## src/rtl/sha1s_pkg.sv

```systemverilog
// shared constants, types and round functions of the sha-1 stream hasher
`timescale 1ns / 1ps
package sha1s_pkg;

	localparam int FIFO_DEPTH = 4;
	localparam int FIFO_AW    = $clog2(FIFO_DEPTH);

	localparam logic [31:0] H_INIT [0:4] = '{
		32'h67452301, 32'hEFCDAB89, 32'h98BADCFE, 32'h10325476, 32'hC3D2E1F0
	};

	localparam logic [31:0] K_00_19 = 32'h5A827999;
	localparam logic [31:0] K_20_39 = 32'h6ED9EBA1;
	localparam logic [31:0] K_40_59 = 32'h8F1BBCDC;
	localparam logic [31:0] K_60_79 = 32'hCA62C1D6;

	localparam logic [7:0] PAD_BYTE = 8'h80;

	localparam logic [3:0] LEN_HI_WORD = 4'd14;
	localparam logic [3:0] LEN_LO_WORD = 4'd15;
	localparam logic [5:0] PAD_LIMIT   = 6'd56;
	localparam logic [6:0] LAST_ROUND  = 7'd79;

	// one 32-bit message word on its way to the compression core
	typedef struct packed {
		logic [31:0] word;
		logic        last;
	} word_entry_t;

	function automatic logic [31:0] round_k(input logic [6:0] t);
		logic [31:0] k;
		if (t < 7'd20) begin
			k = K_00_19;
		end else if (t < 7'd40) begin
			k = K_20_39;
		end else if (t < 7'd60) begin
			k = K_40_59;
		end else begin
			k = K_60_79;
		end
		return k;
	endfunction

	function automatic logic [31:0] round_f(input logic [6:0] t, input logic [31:0] b,
		input logic [31:0] c, input logic [31:0] d);
		logic [31:0] f;
		if (t < 7'd20) begin
			f = (b & c) | (~b & d);
		end else if (t < 7'd40) begin
			f = b ^ c ^ d;
		end else if (t < 7'd60) begin
			f = (b & c) | (b & d) | (c & d);
		end else begin
			f = b ^ c ^ d;
		end
		return f;
	endfunction

endpackage

```

## src/rtl/sha1s_if.sv

```systemverilog
// valid/ready channels for message bytes and digests
`timescale 1ns / 1ps
interface sha1s_byte_if;
	logic       valid;
	logic       ready;
	logic [7:0] data_byte;
	logic       last_byte;

	modport source (output valid, output data_byte, output last_byte, input ready);
	modport sink (input valid, input data_byte, input last_byte, output ready);
endinterface

interface sha1s_digest_if;
	logic        valid;
	logic        ready;
	logic [31:0] digest_word0;
	logic [31:0] digest_word1;
	logic [31:0] digest_word2;
	logic [31:0] digest_word3;
	logic [31:0] digest_word4;

	modport source (output valid, output digest_word0, output digest_word1,
		output digest_word2, output digest_word3, output digest_word4, input ready);
	modport sink (input valid, input digest_word0, input digest_word1,
		input digest_word2, input digest_word3, input digest_word4, output ready);
endinterface

```

## src/rtl/sha1s_front.sv

```systemverilog
// byte packer, length counter and padding sequencer
`timescale 1ns / 1ps
module sha1s_front (
	input  logic                     clk,
	input  logic                     arst_n,
	sha1s_byte_if.sink               msg,
	output sha1s_pkg::word_entry_t   push_data,
	output logic                     push_valid,
	input  logic                     push_ready
);

	logic [60:0] len_q;
	logic [60:0] len_nx;
	logic [23:0] acc_q;
	logic        pad_q;
	logic        first_q;
	logic        extra_q;
	logic [3:0]  idx_q;
	logic        accept;
	logic [63:0] bit_len;
	logic [31:0] pad_word;

	assign msg.ready = !pad_q && push_ready;
	assign accept    = msg.valid && msg.ready;
	assign len_nx    = len_q + 61'd1;
	assign bit_len   = {len_q, 3'b000};

	// partial word closed by the 0x80 marker
	always_comb begin
		case (len_q[1:0])
			2'd1:    pad_word = {acc_q[7:0], sha1s_pkg::PAD_BYTE, 16'h0000};
			2'd2:    pad_word = {acc_q[15:0], sha1s_pkg::PAD_BYTE, 8'h00};
			2'd3:    pad_word = {acc_q[23:0], sha1s_pkg::PAD_BYTE};
			default: pad_word = {sha1s_pkg::PAD_BYTE, 24'h000000};
		endcase
	end

	always_comb begin
		push_valid     = 1'b0;
		push_data.word = 32'h0;
		push_data.last = 1'b0;
		if (pad_q) begin
			push_valid     = 1'b1;
			push_data.last = (idx_q == sha1s_pkg::LEN_LO_WORD) && !extra_q;
			if (first_q) begin
				push_data.word = pad_word;
			end else if (!extra_q && idx_q == sha1s_pkg::LEN_HI_WORD) begin
				push_data.word = bit_len[63:32];
			end else if (!extra_q && idx_q == sha1s_pkg::LEN_LO_WORD) begin
				push_data.word = bit_len[31:0];
			end
		end else if (accept && len_q[1:0] == 2'd3) begin
			push_valid     = 1'b1;
			push_data.word = {acc_q, msg.data_byte};
		end
	end

	always_ff @(posedge clk or negedge arst_n) begin
		if (!arst_n) begin
			len_q   <= '0;
			pad_q   <= 1'b0;
			first_q <= 1'b0;
			extra_q <= 1'b0;
			idx_q   <= '0;
		end else if (pad_q) begin
			if (push_ready) begin
				first_q <= 1'b0;
				idx_q   <= idx_q + 4'd1;
				if (idx_q == sha1s_pkg::LEN_LO_WORD) begin
					if (extra_q) begin
						extra_q <= 1'b0;
					end else begin
						pad_q <= 1'b0;
						len_q <= '0;
					end
				end
			end
		end else if (accept) begin
			len_q <= len_nx;
			if (msg.last_byte) begin
				pad_q   <= 1'b1;
				first_q <= 1'b1;
				idx_q   <= len_nx[5:2];
				extra_q <= (len_nx[5:0] >= sha1s_pkg::PAD_LIMIT);
			end
		end
	end

	always_ff @(posedge clk) begin
		if (accept) begin
			acc_q <= {acc_q[15:0], msg.data_byte};
		end
	end

	a_last_starts_pad: assert property (@(posedge clk) disable iff (!arst_n)
		(accept && msg.last_byte) |=> (pad_q && first_q))
		else $error("padding did not start after final byte");

endmodule

```

## src/rtl/sha1s_fifo.sv

```systemverilog
// short word queue between the byte front end and the compression core
`timescale 1ns / 1ps
module sha1s_fifo (
	input  logic                     clk,
	input  logic                     arst_n,
	input  sha1s_pkg::word_entry_t   push_data,
	input  logic                     push_valid,
	output logic                     push_ready,
	output sha1s_pkg::word_entry_t   pop_data,
	output logic                     pop_valid,
	input  logic                     pop_ready
);

	sha1s_pkg::word_entry_t             mem_q [sha1s_pkg::FIFO_DEPTH];
	logic [sha1s_pkg::FIFO_AW-1:0]      wr_ptr_q;
	logic [sha1s_pkg::FIFO_AW-1:0]      rd_ptr_q;
	logic [sha1s_pkg::FIFO_AW:0]        cnt_q;
	logic                               push_fire;
	logic                               pop_fire;

	assign push_ready = cnt_q != (sha1s_pkg::FIFO_AW + 1)'(sha1s_pkg::FIFO_DEPTH);
	assign pop_valid  = cnt_q != '0;
	assign pop_data   = mem_q[rd_ptr_q];
	assign push_fire  = push_valid && push_ready;
	assign pop_fire   = pop_valid && pop_ready;

	always_ff @(posedge clk or negedge arst_n) begin
		if (!arst_n) begin
			wr_ptr_q <= '0;
			rd_ptr_q <= '0;
			cnt_q    <= '0;
		end else begin
			if (push_fire) begin
				wr_ptr_q <= wr_ptr_q + (sha1s_pkg::FIFO_AW)'(1);
			end
			if (pop_fire) begin
				rd_ptr_q <= rd_ptr_q + (sha1s_pkg::FIFO_AW)'(1);
			end
			if (push_fire && !pop_fire) begin
				cnt_q <= cnt_q + (sha1s_pkg::FIFO_AW + 1)'(1);
			end else if (pop_fire && !push_fire) begin
				cnt_q <= cnt_q - (sha1s_pkg::FIFO_AW + 1)'(1);
			end
		end
	end

	always_ff @(posedge clk) begin
		if (push_fire) begin
			mem_q[wr_ptr_q] <= push_data;
		end
	end

	a_cnt_bound: assert property (@(posedge clk) disable iff (!arst_n)
		cnt_q <= (sha1s_pkg::FIFO_AW + 1)'(sha1s_pkg::FIFO_DEPTH))
		else $error("word queue overflow");

endmodule

```

## src/rtl/sha1s_core.sv

```systemverilog
// sha-1 compression core, one round per cycle, with digest output register
`timescale 1ns / 1ps
module sha1s_core (
	input  logic                     clk,
	input  logic                     arst_n,
	input  sha1s_pkg::word_entry_t   pop_data,
	input  logic                     pop_valid,
	output logic                     pop_ready,
	sha1s_digest_if.source           digest
);

	localparam logic [1:0] ST_LOAD  = 2'd0;
	localparam logic [1:0] ST_ROUND = 2'd1;
	localparam logic [1:0] ST_FIN   = 2'd2;

	logic [1:0]  state_q;
	logic [3:0]  wcnt_q;
	logic [6:0]  rnd_q;
	logic        last_q;
	logic        dvalid_q;
	logic [31:0] h_q   [0:4];
	logic [31:0] sum   [0:4];
	logic [31:0] dig_q [0:4];
	logic [31:0] win_q [0:15];
	logic [31:0] a_q, b_q, c_q, d_q, e_q;
	logic [31:0] w_next;
	logic [31:0] w_mix;
	logic [31:0] tmp;
	logic        pop_fire;
	logic        fin_go;

	assign pop_ready = state_q == ST_LOAD;
	assign pop_fire  = pop_valid && pop_ready;
	assign fin_go    = (state_q == ST_FIN) && (!last_q || !dvalid_q || digest.ready);

	// next schedule word, w[t+16] from the sliding window
	assign w_mix  = win_q[13] ^ win_q[8] ^ win_q[2] ^ win_q[0];
	assign w_next = {w_mix[30:0], w_mix[31]};

	assign tmp = {a_q[26:0], a_q[31:27]} + sha1s_pkg::round_f(rnd_q, b_q, c_q, d_q)
		+ e_q + sha1s_pkg::round_k(rnd_q) + win_q[0];

	assign sum[0] = h_q[0] + a_q;
	assign sum[1] = h_q[1] + b_q;
	assign sum[2] = h_q[2] + c_q;
	assign sum[3] = h_q[3] + d_q;
	assign sum[4] = h_q[4] + e_q;

	assign digest.valid        = dvalid_q;
	assign digest.digest_word0 = dig_q[0];
	assign digest.digest_word1 = dig_q[1];
	assign digest.digest_word2 = dig_q[2];
	assign digest.digest_word3 = dig_q[3];
	assign digest.digest_word4 = dig_q[4];

	always_ff @(posedge clk or negedge arst_n) begin
		if (!arst_n) begin
			state_q  <= ST_LOAD;
			wcnt_q   <= '0;
			rnd_q    <= '0;
			last_q   <= 1'b0;
			dvalid_q <= 1'b0;
			h_q      <= sha1s_pkg::H_INIT;
		end else begin
			// a new digest may replace the one taken in the same cycle
			if (fin_go && last_q) begin
				dvalid_q <= 1'b1;
			end else if (digest.valid && digest.ready) begin
				dvalid_q <= 1'b0;
			end
			case (state_q)
				ST_LOAD: begin
					if (pop_fire) begin
						wcnt_q <= wcnt_q + 4'd1;
						if (wcnt_q == 4'd15) begin
							last_q  <= pop_data.last;
							rnd_q   <= '0;
							state_q <= ST_ROUND;
						end
					end
				end
				ST_ROUND: begin
					rnd_q <= rnd_q + 7'd1;
					if (rnd_q == sha1s_pkg::LAST_ROUND) begin
						state_q <= ST_FIN;
					end
				end
				ST_FIN: begin
					if (fin_go) begin
						state_q <= ST_LOAD;
						if (last_q) begin
							h_q <= sha1s_pkg::H_INIT;
						end else begin
							h_q <= sum;
						end
					end
				end
				default: state_q <= ST_LOAD;
			endcase
		end
	end

	// datapath registers, no reset
	always_ff @(posedge clk) begin
		if (pop_fire) begin
			for (int i = 0; i < 15; i++) begin
				win_q[i] <= win_q[i+1];
			end
			win_q[15] <= pop_data.word;
			if (wcnt_q == 4'd15) begin
				a_q <= h_q[0];
				b_q <= h_q[1];
				c_q <= h_q[2];
				d_q <= h_q[3];
				e_q <= h_q[4];
			end
		end else if (state_q == ST_ROUND) begin
			for (int i = 0; i < 15; i++) begin
				win_q[i] <= win_q[i+1];
			end
			win_q[15] <= w_next;
			a_q <= tmp;
			b_q <= a_q;
			c_q <= {b_q[1:0], b_q[31:2]};
			d_q <= c_q;
			e_q <= d_q;
		end
		if (fin_go && last_q) begin
			dig_q <= sum;
		end
	end

	a_round_range: assert property (@(posedge clk) disable iff (!arst_n)
		(state_q == ST_ROUND) |-> (rnd_q <= sha1s_pkg::LAST_ROUND))
		else $error("round counter out of range");

	a_final_restores_chain: assert property (@(posedge clk) disable iff (!arst_n)
		(fin_go && last_q) |=> (dvalid_q && h_q[0] == sha1s_pkg::H_INIT[0]
			&& h_q[4] == sha1s_pkg::H_INIT[4]))
		else $error("chain not reset after final block");

endmodule

```

## src/rtl/sha1_stream_hash.sv

```systemverilog
// top level of the streaming sha-1 hasher: byte front end, word queue, compression core
`timescale 1ns / 1ps
// a 64-byte block takes 16 word pops, 80 rounds and a chain update in the core, and
//   the 4-word queue lets the front end take 16 bytes while the rounds run; after the
//   final byte come up to 16 padding words (18 when the length spills into an extra
//   block), then each remaining block runs through the core to the digest
// reset: arst_n clears all control and restores the initial chain; no clearing pass
module sha1_stream_hash (
	input  logic            clk,
	input  logic            arst_n,
	sha1s_byte_if.sink      msg,
	sha1s_digest_if.source  digest
);

	// word requests between front end and queue
	sha1s_pkg::word_entry_t push_data;
	logic                   push_valid;
	logic                   push_ready;

	// word requests between queue and core
	sha1s_pkg::word_entry_t pop_data;
	logic                   pop_valid;
	logic                   pop_ready;

	// front end: packs bytes big-endian into words, counts the length and,
	// after the final byte, appends the 0x80 marker, zeros and the bit length;
	// no byte is taken while the padding words go out
	sha1s_front u_front (
		.clk        (clk),
		.arst_n     (arst_n),
		.msg        (msg),
		.push_data  (push_data),
		.push_valid (push_valid),
		.push_ready (push_ready)
	);

	// short queue so the front end keeps taking bytes while the core runs rounds
	sha1s_fifo u_fifo (
		.clk        (clk),
		.arst_n     (arst_n),
		.push_data  (push_data),
		.push_valid (push_valid),
		.push_ready (push_ready),
		.pop_data   (pop_data),
		.pop_valid  (pop_valid),
		.pop_ready  (pop_ready)
	);

	// back end: loads 16 words, runs 80 rounds, folds into the chain and,
	// on the final block of a message, latches the digest and restarts the chain
	sha1s_core u_core (
		.clk       (clk),
		.arst_n    (arst_n),
		.pop_data  (pop_data),
		.pop_valid (pop_valid),
		.pop_ready (pop_ready),
		.digest    (digest)
	);

endmodule

```

## src/flat_wrapper.sv

```systemverilog
// flat-port wrapper written by rule: the top's interface ports become plain ports
module sha1_stream_hash_flat 
  (clk, arst_n, msg_valid, msg_data_byte, msg_last_byte, msg_ready, digest_valid, digest_digest_word0, digest_digest_word1, digest_digest_word2, digest_digest_word3, digest_digest_word4, digest_ready);
  sha1s_byte_if msg_i ();
  sha1s_digest_if digest_i ();
  input  logic clk;
  input  logic arst_n;
  input wire logic [$bits(msg_i.valid)-1:0] msg_valid;
  input wire logic [$bits(msg_i.data_byte)-1:0] msg_data_byte;
  input wire logic [$bits(msg_i.last_byte)-1:0] msg_last_byte;
  output wire logic [$bits(msg_i.ready)-1:0] msg_ready;
  output wire logic [$bits(digest_i.valid)-1:0] digest_valid;
  output wire logic [$bits(digest_i.digest_word0)-1:0] digest_digest_word0;
  output wire logic [$bits(digest_i.digest_word1)-1:0] digest_digest_word1;
  output wire logic [$bits(digest_i.digest_word2)-1:0] digest_digest_word2;
  output wire logic [$bits(digest_i.digest_word3)-1:0] digest_digest_word3;
  output wire logic [$bits(digest_i.digest_word4)-1:0] digest_digest_word4;
  input wire logic [$bits(digest_i.ready)-1:0] digest_ready;
  assign msg_i.valid = msg_valid;
  assign msg_i.data_byte = msg_data_byte;
  assign msg_i.last_byte = msg_last_byte;
  assign msg_ready = msg_i.ready;
  assign digest_valid = digest_i.valid;
  assign digest_digest_word0 = digest_i.digest_word0;
  assign digest_digest_word1 = digest_i.digest_word1;
  assign digest_digest_word2 = digest_i.digest_word2;
  assign digest_digest_word3 = digest_i.digest_word3;
  assign digest_digest_word4 = digest_i.digest_word4;
  assign digest_i.ready = digest_ready;
  sha1_stream_hash u_core (.clk(clk), .arst_n(arst_n), .msg(msg_i), .digest(digest_i));
endmodule
```

## config.mk

```make
export PLATFORM = sky130hd
export DESIGN_NAME = sha1_stream_hash_flat
export DESIGN_NICKNAME = d
export VERILOG_FILES = /design/src/rtl/sha1s_pkg.sv /design/src/rtl/sha1s_if.sv /design/src/rtl/sha1s_front.sv /design/src/rtl/sha1s_fifo.sv /design/src/rtl/sha1s_core.sv /design/src/rtl/sha1_stream_hash.sv /design/src/flat_wrapper.sv
export SDC_FILE = /design/constraint.sdc
export NUM_CORES = 2
export LEC_CHECK = 0
export BUFFER_PORTS_ARGS = -buffer_cell sky130_fd_sc_hd__clkbuf_2
export CAP_MARGIN = 30
export CORE_MARGIN = 4
export CORE_UTILIZATION = 40
export CTS_CLUSTER_SIZE = 12
export DETAILED_ROUTE_END_ITERATION = 8
export SLEW_MARGIN = 20
export SYNTH_ARGS = -nofsm -noshare
export SYNTH_HDL_FRONTEND = slang
export SYNTH_SLANG_ARGS = --single-unit
```

## constraint.sdc

```tcl
create_clock -name clk -period 18.4 [get_ports clk]
set_clock_uncertainty 0.05 [all_clocks]
set_input_delay 2.76 -clock clk [delete_from_list [all_inputs] [get_ports clk]]
set_output_delay 2.76 -clock clk [all_outputs]
set_load 0.05 [all_outputs]
```

# ---- Word-level counts from Yosys, hierarchy flattened
# Memory sizes are Yosys's and may differ from the RTL's.
# Cells that the tools add are included.
dict set report totals {
  input_bits 13
  register_bits 594
  mem_count 2
  word_cells 226
  ram_bits 644
}
dict set report op_classes {
  addsub 17
  reduce_logical 37
  n_eq_ne 18
  bitwise 29
  magnitude_cmp 4
  n_mux 90
}
# name depth word_bits read_ports rd_clocked_by_memory_dff write_ports line
set mem_list {}
lappend mem_list {u_core.u_core.win_q 16 32 16 0 16 sha1s_core.sv:24} ;# logic [31:0] win_q [0:15];
lappend mem_list {u_core.u_fifo.mem_q 4 33 1 0 1 sha1s_fifo.sv:14} ;# sha1s_pkg::word_entry_t mem_q [sha1s_pkg::FIFO_DEPTH];
# operator count
set op_table {}
lappend op_table {{$mux 32} 41}
lappend op_table {{$mux 61} 5}
lappend op_table {{$add 32x32->32} 9}
lappend op_table {{$mux 160} 1}
lappend op_table {{$xor 32x32->32} 5}
lappend op_table {{$and 32x32->32} 4}
lappend op_table {{$or 32x32->32} 3}
lappend op_table {{$pmux 32 s3} 1}
lappend op_table {{$add 61x1->61 const B} 1}
lappend op_table {{$not 32->32} 1}
lappend op_table {{$mux 31} 1}
lappend op_table {{$mux 1} 27}
lappend op_table {{$mux 4} 4}
lappend op_table {{$or 1x1->1} 16}
lappend op_table {{$lt 7x6->1 const B} 2}
lappend op_table {{$mux 7} 2}
lappend op_table {{$pmux 7 s2} 1}
lappend op_table {{$eq 4x4->1 const B} 3}
lappend op_table {{$logic_and 1x1->1} 12}
lappend op_table {{$ne 2x2->1 const B} 6}
lappend op_table {{$reduce_and 4->1} 3}
lappend op_table {{$reduce_bool 2->1} 6}
lappend op_table {{$reduce_and 3->1} 3}
lappend op_table {{$add 4x1->4 const B} 2}
lappend op_table {{other kinds (19)} 36}

# ---- Logic depth before layout (Yosys ltp)
dict set report logic_depth {
  depth_word 12
  depth_mapped 24
  mapped_depth_nobuf 23
}

# ---- Cells and area by module
# A second synthesis with hierarchy kept.
dict set report hier_totals {
  hier_cells 4516
  area_unflattened_um2 58727.6
}
# mod area_per_inst_um2 cells_each n_inst
set by_module_without_submodules {}
lappend by_module_without_submodules {sha1s_core 48361.4 3738 1}
lappend by_module_without_submodules {sha1s_fifo 5223.8 208 1}
lappend by_module_without_submodules {sha1s_front 5142.4 570 1}

# ---- Worst setup path after synthesis
# Ideal clock, no wire load.
dict set report synth_timing {
  kind {flip-flop to flip-flop}
  startpoint {register u_core.u_fifo.cnt_q[0] (netlist bit)}
  endpoint {memory u_core.u_core.win_q[0][0] (enable)}
  stages_incl_launch_ff 8
  setup_slack_ps 4825
  period_less_slack_ps 13575
  arrival_time_ps 9839
  setup_ps 3685
  path_cell_list {dfrtp_1 nor3_1 nor3_1 clkbuf_1 inv_2 clkbuf_1 clkbuf_1 nand2_1}
}
# item line
set synth_rtl {}
lappend synth_rtl {{from (decl)} sha1s_fifo.sv:17} ;# logic [sha1s_pkg::FIFO_AW:0] cnt_q;
lappend synth_rtl {{from (signal assigned)} sha1s_fifo.sv:40} ;# cnt_q <= cnt_q + (sha1s_pkg::FIFO_AW + 1)'(1);
lappend synth_rtl {{from (signal assigned)} sha1s_fifo.sv:42} ;# cnt_q <= cnt_q - (sha1s_pkg::FIFO_AW + 1)'(1);
lappend synth_rtl {{to (decl)} sha1s_core.sv:24}

# ---- Final worst setup path
dict set report layout_timing {
  startpoint {register u_core.u_core.rnd_q[4]}
  endpoint {register u_core.u_core.a_q[29], data pin}
}
dict set report layout_via {
  elab_chain_len 10
  word_cells_on_any_way 15
}
# item line
set layout_lines {}
lappend layout_lines {{from (decl)} sha1s_core.sv:18} ;# logic [6:0] rnd_q;
lappend layout_lines {{from (signal assigned)} sha1s_core.sv:83} ;# rnd_q <= rnd_q + 7'd1;
lappend layout_lines {{$lt 7x6->1} {sha1s_pkg.sv:36, sha1s_pkg.sv:51}}
lappend layout_lines {{$mux 32} sha1s_pkg.sv:51} ;# end else if (t < 7'd60) begin
lappend layout_lines {{$mux 32} sha1s_pkg.sv:49} ;# end else if (t < 7'd40) begin
lappend layout_lines {{$mux 32} sha1s_pkg.sv:47} ;# if (t < 7'd20) begin
lappend layout_lines {{$add 32x32->32} sha1s_core.sv:40} ;# assign tmp = {a_q[26:0], a_q[31:27]} + sha1s_pkg::round_f(rnd_q, b_q, c_q, d_q)
lappend layout_lines {{$add 32x32->32} sha1s_core.sv:41} ;# + e_q + sha1s_pkg::round_k(rnd_q) + win_q[0];
lappend layout_lines {{$add 32x32->32 (*) (2 in series)} sha1s_core.sv:41}
lappend layout_lines {{$mux 32 (*)} sha1s_core.sv:117} ;# end else if (state_q == ST_ROUND) begin
lappend layout_lines {{$mux 32 (*)} sha1s_core.sv:105} ;# if (pop_fire) begin
lappend layout_lines {{to (signal assigned)} sha1s_core.sv:111} ;# a_q <= h_q[0];
lappend layout_lines {{to (signal assigned)} sha1s_core.sv:122} ;# a_q <= tmp;
lappend layout_lines {{to (decl)} sha1s_core.sv:25} ;# logic [31:0] a_q, b_q, c_q, d_q, e_q;
# Every way passes the cells marked *; elsewhere a longest branch is shown, timed or not. The select of a mux whose other input is x is not followed.
# A chain may end at the register's enable or synchronous reset.

==> impl_metrics.csv <==
group,metric,value,unit
status,status,"finished, final reports clean",
floorplan,ios,175,
setup_path,startpoint,"u_core.u_core.rnd_q[4]",
layout,insertedDiodeCount,0,
logic_synthesis,ys_warn_count,0,
setup_path,path_max_fanout,18,
logic_synthesis,syn_area_per_cell,13.2,µm²
sta,worst_slew_pin_slew,1.13,ns
logic_synthesis,synth_flop_cell,"edfxtp_1",
layout,fin_nets,4927,
grt,grt_use_total,19.8,%
drt,routed_wl,150000,µm
setup_path,critPathCaptureType,"flop",
logic_synthesis,synth_top_area_share,51.2,%
grt,grtUsageMet3,3.66,%
sta,min_period,8.23,ns
clock_network,postCtsSetupBuffers,0,
clock_network,clk_latency,0.77,ns
min_path,worstHoldStart,"u_core.u_core.win_q[0][239]",
drt,drt_pass1_iterations,9,
placed_design,gp_congestion,0.920,
job,max_cap_viol_count,0,
setup_path,r2r-start,"u_core.u_core.rnd_q[4]",
drt,ant_nets,0,
clock_network,cts_buffers,136,
logic_synthesis,synth_largest_area_cell,"edfxtp_1",
drt,wl_per_cell,22.8,µm
sta,hold_violations,0,
clock_network,postCtsHoldBufs,0,
grt,grt_pass1_wl,227000,µm
logic_synthesis,synth_cells,4377,
logic_synthesis,synth_edf_count,988,
layout,area_growth,13.1,%
clock_network,cts.sinks,1238,
floorplan,start_util,40.3,%
clock_network,cts-root-buf,"clkbuf_16",
sta,setup_viol,0,
setup_path,worstSetupEndpoint,"u_core.u_core.a_q[29]",
sta,rsz0062_at_grt,"no",
grt,grt_max_degree,211,
drt,num_vias,35516,
grt,met1_usage,28.2,%
clock_network,h-tree-depth,4,
logic_synthesis,synth_area_leaders,"edfxtp_1 51%, dfrtp_1 7.3%, ha_1 4.5%",
clock_network,clk_path_buf_depth,3,
grt,grt_antenna_before_repair,3,
logic_synthesis,yosysMostFrequentCell,"edfxtp_1",
clock_network,cts.clk_slew.worst_paths,0.06,ns
floorplan,die_h,388,µm
sta,tns,0,ns
drt,post-route-drc-count,0,
setup_path,critPathKind,"reg -> reg",
sta,finalCritPeriodShare,44.7,%
setup_path,worstPathRequired,18.82,ns
placed_design,dp_hpwl,107000,µm
floorplan,die_area,151000,µm²
grt,grt_overflow,0,
logic_synthesis,yosysUniqueCellTypes,107,
sta,slew_headroom,25.0,%
drt,drt_iter0_markers,3391,
min_path,hold_path_class,"reg -> reg",
drt,routed_via_density,5.39,
setup_path,rrSetupSlack,10.17,ns
setup_path,worstRegToRegCells,23,
sta,fmaxAchievable,0.122,GHz
setup_path,start_kind,"flop",
setup_path,rr_endpoint,"u_core.u_core.a_q[29]",
logic_synthesis,syn_area,57900,µm²
logic_synthesis,yosys_register_bits,1238,
floorplan,core,144000,µm²
floorplan,die_w,388,µm
layout,drive_gt1_share,12.6,%
clock_network,tritoncts,"done",
sta,maxSlewViolCount,0,
clock_network,ctsResizeCount,0,
grt,grt_pass1_vias,35074,
grt,grtUsageMet2,30.8,%
logic_synthesis,synthArstFlopShare,20.2,%
placed_design,io_buffers,174,
setup_path,arrival,8.64,ns
floorplan,rows,139,
logic_synthesis,seq_area_frac_synth,62.2,%
grt,top_usage_layer,"met2",
logic_synthesis,yosys-top-cells-count,"988 x edfxtp_1, 524 x nand2_1, 280 x inv_1",
logic_synthesis,synth_fp_nets,4722,
==> how the worst min path moves through the flow <==
| stage | end | cells past startpoint |
|---|---|---|
| after floorplan | u_core.u_core.win_q[0][0] | 0 |
| after global placement | u_core.u_core.win_q[1][166] | 0 |
| after detailed placement | u_core.u_core.win_q[0][10] | 0 |
| after CTS | u_core.u_core.win_q[1][12] | 0 |
| after global routing | u_core.u_core.win_q[0][207] | 0 |
| final | u_core.u_core.win_q[0][207] | 0 |
==> sequential cells by signal (all words and copies together), names as in the netlist, 3 cells and up <==
signal                             flops
u_core.u_fifo.cnt_q                    3
u_core.u_core.wcnt_q                   4
u_core.u_core.digest.digest_word4     32
u_core.u_fifo.mem_q                  132
u_core.u_core.h_q                    160
u_core.u_front.idx_q                   4
u_core.u_core.rnd_q                    7
u_core.u_core.a_q                     32
u_core.u_core.c_q                     32
u_core.u_core.win_q                  512
u_core.u_core.digest.digest_word3     32
u_core.u_core.e_q                     32
u_core.u_core.digest.digest_word2     32
u_core.u_core.b_q                     32
u_core.u_front.acc_q                  24
u_core.u_front.len_q                  61
u_core.u_core.digest.digest_word0     32
u_core.u_core.d_q                     32
u_core.u_core.digest.digest_word1     32
==> cells by family (layout without fill, tap and decap cells) <==
logic type      after synthesis  after routing  share of synthesized area (%)
flops                      1238           1238                           62.2
simple gates               1069           1069                           8.31
compound gates              917            917                           11.0
buf+inv                     426            733                           2.78
fa+ha+maj                   332            332                           8.81
xor+xnor                    323            323                           4.89
mux                          72             72                           1.99
==> per-layer routing <==
layer	wire, µm	share of wire, %
met5	0	0
met4	4370	2.9
met3	9440	6.3
met2	68800	46
met1	67700	45
==> critical path, cell delays in order (launching register included) <==
cell	delay, ns
dfrtp_1	0.48
a41oi_1	0.53
nand2_1	0.09
buf_4	0.24
nand2_1	0.68
clkinv_1	0.82
a221oi_1	0.49
fa_1	0.51
fa_1	0.57
fa_1	0.42
inv_1	0.07
ha_1	0.18
inv_1	0.06
fa_1	0.41
nor2b_1	0.14
o21ai_1	0.08
a21boi_1	0.28
o221ai_1	0.31
o32ai_2	0.47
a311oi_1	0.30
o311ai_0	0.39
a21oi_1	0.13
xor2_1	0.14
o21ai_0	0.08
==> area by class of cell <==
cell class / count / area, µm²
clock buffers: 192 / 3790
well taps: 1903 / 2380
flip-flops and latches: 1238 / 36000
inverters: 283 / 1060
fillers: 12888 / 78200
repair buffers: 210 / 1260
clock inverters: 48 / 622
multi-input cells: 2713 / 20300
==> per-stage QoR <==
| step | worst slack, ns | hold WS, ns | utilization (%) | std cells | cell area (µm²) |
|---|---|---|---|---|---|
| CTS | 10.24 | 0.356 | 45.5 | 6585 | 65400 |
| finish | 10.17 | 0.349 | 45.6 | 6587 | 65500 |
| floorplan | 4.83 | 0.350 | - | 4377 | 57900 |
| global route | 9.68 | 0.359 | 45.6 | 6587 | 65500 |
| detailed placement | 10.30 | 0.355 | 42.5 | 6345 | 61000 |
| global placement | 10.41 | 0.350 | 42.4 | 6343 | 61000 |
==> cells in the final DEF, fill, tap and decap left out, types with 29 or more instances in the layout <==
cell type / instances
edfxtp_1: 988
nand2_1: 522
inv_1: 280
xnor2_1: 243
nor2_1: 228
ha_1: 206
o21ai_0: 203
a21oi_1: 173
clkbuf_2: 173
dfrtp_1: 168
clkbuf_16: 140
fa_1: 126
a21o_1: 89
xor2_1: 80
dfstp_2: 80
a22o_1: 79
o22a_1: 72
nand3_1: 71
clkbuf_1: 43
nand4_1: 35
o21bai_1: 33
mux4_2: 33
nor3_1: 32
o21a_1: 29
and3_1: 29
buf_4: 29
Power is left out: the tool's default activity adds up to more than one toggle a clock period on the data nets, which glitch-free logic cannot reach.
